<file path="src/rtl/mf3d_pkg.sv">
// ----------------------------------------------------------------------------
// mf3d_pkg
// Shared types and constants of the clipped 3D median filter.
// ----------------------------------------------------------------------------
package mf3d_pkg;

    localparam int DEF_MAX_X      = 32;
    localparam int DEF_MAX_Y      = 32;
    localparam int DEF_MAX_Z      = 32;
    localparam int DEF_MAX_RADIUS = 2;

    localparam int VOX_W   = 16;
    localparam int COORD_W = 5;
    localparam int SIZE_W  = 6;
    localparam int RAD_W   = 2;
    localparam int CIDX_W  = 8;
    localparam int CDATA_W = 8;

    localparam logic CMD_LOAD  = 1'b0;
    localparam logic CMD_QUERY = 1'b1;

    localparam logic STATUS_OK  = 1'b0;
    localparam logic STATUS_ERR = 1'b1;

    localparam logic [CIDX_W-1:0] REG_SIZE_X = 8'd0;
    localparam logic [CIDX_W-1:0] REG_SIZE_Y = 8'd1;
    localparam logic [CIDX_W-1:0] REG_SIZE_Z = 8'd2;
    localparam logic [CIDX_W-1:0] REG_RADIUS = 8'd3;

    typedef enum logic [1:0] {
        CELL_HOLD,
        CELL_CLEAR,
        CELL_INSERT,
        CELL_SHIFT
    } cell_op_t;

    typedef struct packed {
        cell_op_t                 op;
        logic signed [VOX_W-1:0]  value;
    } cell_ctrl_t;

    typedef enum logic [2:0] {
        ST_IDLE,
        ST_FILL,
        ST_DRAIN,
        ST_SHIFT,
        ST_RESULT
    } state_t;

endpackage

</file>
<file path="src/rtl/mf3d_cell.sv">
// ----------------------------------------------------------------------------
// mf3d_cell
// One slot of the insertion-sort chain. The chain keeps its valid entries
// sorted ascending from cell 0; shift moves every entry one cell toward 0.
// ----------------------------------------------------------------------------
module mf3d_cell (
    input  logic                                aclk,
    input  logic                                aresetn,
    input  mf3d_pkg::cell_ctrl_t                ctrl,
    input  logic signed [mf3d_pkg::VOX_W-1:0]   prev_val,
    input  logic                                prev_gt,
    input  logic                                prev_vld,
    input  logic signed [mf3d_pkg::VOX_W-1:0]   next_val,
    input  logic                                next_vld,
    output logic signed [mf3d_pkg::VOX_W-1:0]   val,
    output logic                                vld,
    output logic                                gt
);

    logic signed [mf3d_pkg::VOX_W-1:0] val_reg, val_next;
    logic                              vld_reg, vld_next;

    // entry is larger than the value being inserted
    assign gt = vld_reg && (val_reg > ctrl.value);

    always_comb begin
        val_next = val_reg;
        vld_next = vld_reg;
        case (ctrl.op)
            mf3d_pkg::CELL_CLEAR: begin
                vld_next = 1'b0;
            end
            mf3d_pkg::CELL_INSERT: begin
                if (prev_gt) begin
                    val_next = prev_val;
                    vld_next = 1'b1;
                end else if (gt || (!vld_reg && prev_vld)) begin
                    // new value lands here: first larger entry or first free slot
                    val_next = ctrl.value;
                    vld_next = 1'b1;
                end
            end
            mf3d_pkg::CELL_SHIFT: begin
                val_next = next_val;
                vld_next = next_vld;
            end
            default: begin
            end
        endcase
    end

    always_ff @(posedge aclk) begin
        if (!aresetn) begin
            vld_reg <= 1'b0;
        end else begin
            vld_reg <= vld_next;
        end
        val_reg <= val_next;
    end

    assign val = val_reg;
    assign vld = vld_reg;

endmodule

</file>
<file path="config.mk">
export PLATFORM = sky130hd
export DESIGN_NAME = mf3d_cell
export DESIGN_NICKNAME = d
export VERILOG_FILES = /design/src/rtl/mf3d_pkg.sv /design/src/rtl/mf3d_cell.sv
export SDC_FILE = /design/constraint.sdc
export NUM_CORES = 1
export LEC_CHECK = 0
export ABC_AREA = 1
export BUFFER_PORTS_ARGS = -buffer_cell sky130_fd_sc_hd__buf_2
export CELL_PAD_IN_SITES_DETAIL_PLACEMENT = 0
export CELL_PAD_IN_SITES_GLOBAL_PLACEMENT = 2
export CORE_ASPECT_RATIO = 2
export CORE_MARGIN = 1
export CORE_UTILIZATION = 25
export CTS_CLUSTER_SIZE = 20
export DETAILED_ROUTE_END_ITERATION = 8
export PLACE_DENSITY = 0.86
export SLEW_MARGIN = 20
export SYNTH_ARGS = -nofsm -noshare
export SYNTH_HDL_FRONTEND = slang
export SYNTH_SLANG_ARGS = --single-unit
export TNS_END_PERCENT = 5
</file>
<file path="constraint.sdc">
create_clock -name aclk -period 3.9 [get_ports aclk]
set_clock_uncertainty 0.1 [all_clocks]
set_input_delay 0.195 -clock aclk [delete_from_list [all_inputs] [get_ports aclk]]
set_output_delay 0.195 -clock aclk [all_outputs]
set_load 0.02 [all_outputs]
</file>
==> results of run 1 <==
[stage by stage]
stage	utilization [%]	area, um2	setup WS, ns	std cells
after global placement	34.4	1780	1.40	293
final	35.2	1830	1.42	297
after floorplan	-	1370	1.60	168
after detailed placement	34.4	1780	1.37	293
after global routing	35.2	1830	1.16	297
after CTS	35.2	1830	1.36	297
[per-layer routing]
layer	track usage, %	vias to the layer above	wire [um]
met1	14.7	584	1320
met4	4.58	0	61
met5	0	-	0
met3	2.15	4	163
met2	28.1	33	2140
li1	-	704	-
[power by group through the flow]
stage / Combinational [mW] / Sequential [mW] / Clock, mW
2_1_floorplan: 0.0896 / 0.251 / 0
3_3_place_gp: 0.175 / 0.232 / 0
3_5_place_dp: 0.174 / 0.233 / 0
4_1_cts: 0.175 / 0.229 / 0.140
5_1_grt: 0.196 / 0.231 / 0.147
6_report: 0.171 / 0.228 / 0.135
[worst max-delay path: cells and delay by family, from the launching register on]
family	cells	cell delay, ns
AO/OA/AOI/OAI	2	0.34
adder cells (fa/ha/maj)	1	0.32
flip-flops	1	0.39
AND/OR/NAND/NOR	7	0.95
[area by class of cell]
| type | instances | area share, % |
|---|---|---|
| clock buffers | 4 | 2.47 |
| inverters | 30 | 6.16 |
| multi-input cells | 115 | 39.9 |
| flip-flops and latches | 17 | 27.4 |
| well taps | 58 | 3.97 |
| repair buffers | 73 | 20.1 |
[kinds of logic (layout without fill, tap and decap cells)]
| family | count (synthesis) | in the layout | share of synthesized area, % |
|---|---|---|---|
| buffers and inverters | 36 | 107 | 9.99 |
| adder cells (fa/ha/maj) | 16 | 16 | 14.7 |
| AO/OA/AOI/OAI | 39 | 39 | 20.5 |
| AND/OR/NAND/NOR | 60 | 60 | 18.1 |
| flip-flops | 17 | 17 | 36.7 |
[placed cells by master (no fill, tap or decap)]
| master | count |
|---|---|
| clkbuf_8 | 3 |
| buf_4 | 1 |
| a21oi_1 | 4 |
| a21oi_2 | 2 |
| dfxtp_1 | 1 |
| a31oi_1 | 2 |
| nand2_1 | 42 |
| o21bai_1 | 1 |
| nand2_2 | 2 |
| a21o_1 | 1 |
| clkbuf_1 | 1 |
| nor2_1 | 9 |
| edfxtp_1 | 16 |
| inv_2 | 3 |
| inv_1 | 25 |
| nand3_1 | 3 |
| o21ai_0 | 1 |
| clkinv_1 | 2 |
| o21a_1 | 14 |
| nand4_1 | 1 |
| o211ai_1 | 14 |
| buf_2 | 72 |
| nand3_2 | 1 |
| ha_1 | 16 |
| nor2_2 | 2 |
[final timing paths]
kind | startpoint | endpoint | slack (ns) | cells after the start
worst min-delay path | aresetn | vld$_SDFFE_PN0P_ | 0.07 | 3
worst max register to register | val[11]$_DFFE_PP_ | val[15]$_DFFE_PP_ | 1.42 | 10
worst min register to register | vld$_SDFFE_PN0P_ | vld$_SDFFE_PN0P_ | 0.53 | 4
worst max-delay path | val[11]$_DFFE_PP_ | val[15]$_DFFE_PP_ | 1.42 | 10
==> impl_metrics.json, run 1 <==
{
  "worst_hold_path_type": "in -> reg",
  "largest_register_ffs": 16,
  "synth_cell_type_count": 23,
  "total_power_mw": 0.534,
  "regArea_um2": 500,
  "ys_seq_elements": 17,
  "track_usage_pct": 14.7,
  "firstDrtPassIters": 3,
  "clockBufferDepth": 2,
  "post-dp-hpwl_um": 3070,
  "comb_power_share_pct": 32.0,
  "outcome": "completed",
  "syn2layout_area_growth_pct": 33.8,
  "num-fill-cells": 597,
  "syn_nets": 239,
  "avgSynthCellArea_um2": 8.13,
  "grt_max_degree": 33,
  "finalCritPeriodShare_pct": 63.5,
  "internal_power_mw": 0.366,
  "num_rows": 37,
  "p_leak_nw": 0.952,
  "gp_congestion": 0.818,
  "synth_area_leaders": "edfxtp_1 (35%), ha_1 (15%), nand2_1 (12%)",
  "wl_per_cell_um": 12.4,
  "clock_power_share_pct": 25.3,
  "final-max-slew-violation-count": 0,
  "initial_core_util_pct": 26.3,
  "synth_common_cells": "nand2_1 (42), inv_1 (25), edfxtp_1 (16), ha_1 (16)",
  "final_nets": 311,
  "die_height_um": 107,
  "tns_ns": 0,
  "synth-main-ff-cell": "edfxtp_1",
  "path_cells": "ha_1 -> a21oi_1 -> nand2_1 -> a21oi_2 -> nand2_1 -> nand2_1 -> nand3_2 -> nand2_2 -> nand2_2 -> nand2_1",
  "p_sw_mw": 0.168,
  "yosysSeqAreaShare_pct": 36.7,
  "slew_headroom_pct": 50.7,
  "clock_sinks": 17,
  "die_w_um": 54.3,
  "seq_power_share_pct": 42.7,
  "cp_slowest_cell": "nand2_1",
  "grt_pass1_vias": 1413,
  "root_buffer": "clkbuf_8",
  "synth_edf_count": 16,
  "via_count": 1325,
  "yosysMostFrequentCell": "nand2_1",
  "yosys_warnings": 0,
  "worst_pin_slew_ns": 0.738,
  "critPathMaxFanout": 16,
  "max_freq_mhz": 404,
  "drc": 0,
  "slowest_delay_ns": 0.54,
  "drtIter0Drc": 11,
  "postCtsHoldBufs": 0,
  "diodes": 0,
  "syn_area_mm2": 0.00137,
  "layout-drive-gt1-share_pct": 36.0,
  "crit_path_end_kind": "register",
  "core-area_mm2": 0.00518,
  "htreeDepth": 1,
  "cp-start-kind": "register",
  "tritoncts": "done",
  "period_needed_ns": 2.48,
  "power_density_mw_per_mm2": 293,
  "synth_area_leader_cell": "edfxtp_1",
  "post_cts_buffers": 0,
  "dieArea_mm2": 0.00578,
  "clkTransAtPathRegs_ns": 0.07,
  "via_per_inst": 4.46,
  "path_common_cell": "nand2_1",
  "async_flop_share_pct": 0,
  "setup_viol_count_final": 0,
  "critPathArrivalTime_ns": 2.26,
  "cts_buffers": 3,
  "pin_count": 73,
  "cts.repair.resized": 0,
  "grt_pass1_wl_um": 6260,
  "ir_worst_vdd_uv": 208,
  "required_ns": 3.68,
  "portBuffers": 72,
  "grt_setup_unrepaired": "false",
  "switching_share_pct": 31.5,
  "crit_type": "reg -> reg",
  "hold_viol": 0,
  "netlist_instances": 168,
  "antenna_found_initial": 0,
  "clock_latency_ns": 0.25,
  "multi_input_area_um2": 728,
  "drv_cap": 0,
  "totalWireLength_um": 3680,
  "gr-total-overflow": 0,
  "antenna_left": 0,
  "holdWs_ns": 0.0713,
  "synth_top_area_share_pct": 35.2
}
Note: power is estimated with default switching activity, not from simulation.
==> inputs of run 2 (changes only) <==
ABC_AREA = 0   (was 1)
CORE_UTILIZATION = 22   (was 25)
PLACE_DENSITY = 0.79   (was 0.86)
clock period = 2.2 ns   (was 3.9 ns; I/O delays follow)
==> impl_metrics.json, run 2 <==
{
  "outcome": "finished with violations",
  "violations": "DRC, setup timing",
  "holdCritStartpoint": "aresetn",
  "syn2layout_area_growth_pct": 61.7,
  "period_needed_ns": 2.33,
  "syn_nets": 216,
  "setup_viol_count_final": 18,
  "slew_headroom_pct": 75.5,
  "wl_per_cell_um": 13.2,
  "final-max-slew-violation-count": 0,
  "dieArea_mm2": 0.00639,
  "post-dp-hpwl_um": 3230,
  "final_nets": 308,
  "place_area_mm2": 0.00195,
  "critPathMaxFanout": 16,
  "via_count": 1350,
  "synth_area_leader_cell": "edfxtp_1",
  "power_density_mw_per_mm2": 534,
  "grt_setup_unrepaired": "true",
  "die_height_um": 112,
  "max_freq_mhz": 429,
  "portBuffers": 72,
  "gp_congestion": 0.718,
  "final_area_mm2": 0.00215,
  "ir_worst_vdd_uv": 313,
  "timing.rr.start": "val[12]$_DFFE_PP_",
  "grt_pass1_vias": 1412,
  "tritoncts": "done",
  "worst_hold_path_type": "in -> reg",
  "synth.area.mux_share_pct": 12.0,
  "initial_core_util_pct": 23.1,
  "gr-total-overflow": 0,
  "netlist_instances": 145,
  "clock_latency_ns": 0.24,
  "async_flop_share_pct": 0,
  "num_rows": 39,
  "yosys_warnings": 0,
  "num-fill-cells": 624,
  "required_ns": 2.11,
  "tns_ns": -2.20,
  "layout-drive-gt1-share_pct": 47.9,
  "clockBufferDepth": 2,
  "grt_pass1_wl_um": 6240,
  "largest_register_ffs": 16,
  "via_per_inst": 4.55,
  "cp-start-kind": "register",
  "core-area_mm2": 0.00576,
  "synth_edf_count": 16,
  "clock_sinks": 17,
  "track_usage_pct": 12.8,
  "cts_buffers": 3,
  "antenna_left": 0,
  "htreeDepth": 1,
  "crit_path_end_kind": "register",
  "diodes": 0,
  "firstDrtPassIters": 6,
  "final_cell_mix": "buf_2 (72), nand2_1 (21), inv_1 (20), o21ai_0 (20), buf_4 (19)",
  "pin_count": 73,
  "drv_cap": 0,
  "multi_input_area_um2": 888,
  "crit_path_start": "val[12]$_DFFE_PP_",
  "grt_max_degree": 23,
  "synth_top_family_by_area": "adder cells",
  "syn_area_mm2": 0.00133,
  "regArea_um2": 500,
  "synth_top_area_share_pct": 36.1,
  "synth-main-ff-cell": "edfxtp_1",
  "synth_compound_area_share_pct": 14.7,
  "clkTransAtPathRegs_ns": 0.05,
  "synth_common_cells": "nand2_1 (22), inv_1 (20), o21ai_0 (20)",
  "yosysMostFrequentCell": "nand2_1",
  "ys_seq_elements": 17,
  "root_buffer": "clkbuf_16",
  "finalCritPeriodShare_pct": 106,
  "antenna_found_initial": 0,
  "crit_type": "reg -> reg",
  "die_w_um": 57.0,
  "layout_commonest_cell": "buf_2",
  "p_leak_nw": 1.05,
  "hold_viol": 0,
  "drtIter0Drc": 32,
  "synth_cell_type_count": 26,
  "synth_fa_ha_area_share_pct": 15.0,
  "synth-simple-area-share_pct": 12.7,
  "synth_xor_area_share_pct": 0,
  "avgSynthCellArea_um2": 9.18,
  "critPathArrivalTime_ns": 2.24,
  "synth_area_leaders": "edfxtp_1 (36%), ha_1 (15%), mux2i_1 (12%)",
  "yosysSeqAreaShare_pct": 37.6,
  "totalWireLength_um": 3920,
  "drc": 5,
  "worst_pin_slew_ns": 0.368,
  "finalWorstSetupSlack_ns": -0.132
}
run 2: area by class of cell:
cell class	count	area share, %
well taps	61	3.54
multi-input cells	102	41.3
clock buffers	4	3.66
inverters	20	3.49
repair buffers	93	24.8
flip-flops and latches	17	23.2
run 2: path summary, 6_finish.rpt:
kind,end,slack [ns],cells after the start
setup reg to reg,val[8]$_DFFE_PP_,-0.13,7
hold / removal,vld$_SDFFE_PN0P_,0.03,3
hold reg to reg,vld$_SDFFE_PN0P_,0.42,2
setup / recovery,val[8]$_DFFE_PP_,-0.13,7
run 2: through the flow:
| step | power, mW | util (%) | hold WS (ns) | worst slack [ns] | cells |
|---|---|---|---|---|---|
| floorplan | 0.607 | - | 0.154 | -0.230 | 145 |
| global placement | 0.766 | 33.9 | 0.280 | -0.327 | 290 |
| detailed placement | 0.769 | 33.9 | 0.266 | -0.395 | 290 |
| CTS | 1.16 | 36.8 | 0.0137 | -0.147 | 296 |
| global route | 1.22 | 37.4 | 0.0483 | -0.211 | 297 |
| finish | 1.15 | 37.4 | 0.0281 | -0.132 | 297 |
run 2: worst max-delay path, stage by stage (launching register included):
cell and delay, ns:
edfxtp_1 0.42, ha_4 0.24, nand4_4 0.14, o211ai_1 0.12, or4b_4 0.55, a221oi_4 0.26, nor3b_4 0.08, buf_12 0.16
run 2: what timing repair did:
| item | 4_1_cts | 5_1_grt |
|---|---|---|
| gates resized for setup | 7 | 4 |
| setup buffers | 3 | 1 |
| hold endpoints to repair | 0 | 0 |
| endpoints found under the setup margin | 17 | 18 |
| pin swaps | 4 | 1 |
| hold buffers | 0 | 0 |
run 2: logic make-up after synthesis:
family	Yosys count
AOI/OAI and AO/OA	34
adders and majority gates	16
buffers and inverters	26
DFF	17
muxes	16
and+or+nand+nor	36
run 2: layer usage:
layer / GRT usage, % / vias to the layer above / routed length, um
met5: 0 / - / 0
met4: 4.39 / 0 / 57
met3: 2.07 / 4 / 146
met2: 25.8 / 34 / 2410
met1: 12.3 / 617 / 1310
li1: - / 695 / -
run 2: where the power goes:
group | total, mW | internal, mW | switching [mW]
clock | 0.359 | 0.246 | 0.113
sequential | 0.413 | 0.393 | 0.0202
combinational | 0.378 | 0.183 | 0.195
total | 1.15 | 0.822 | 0.329
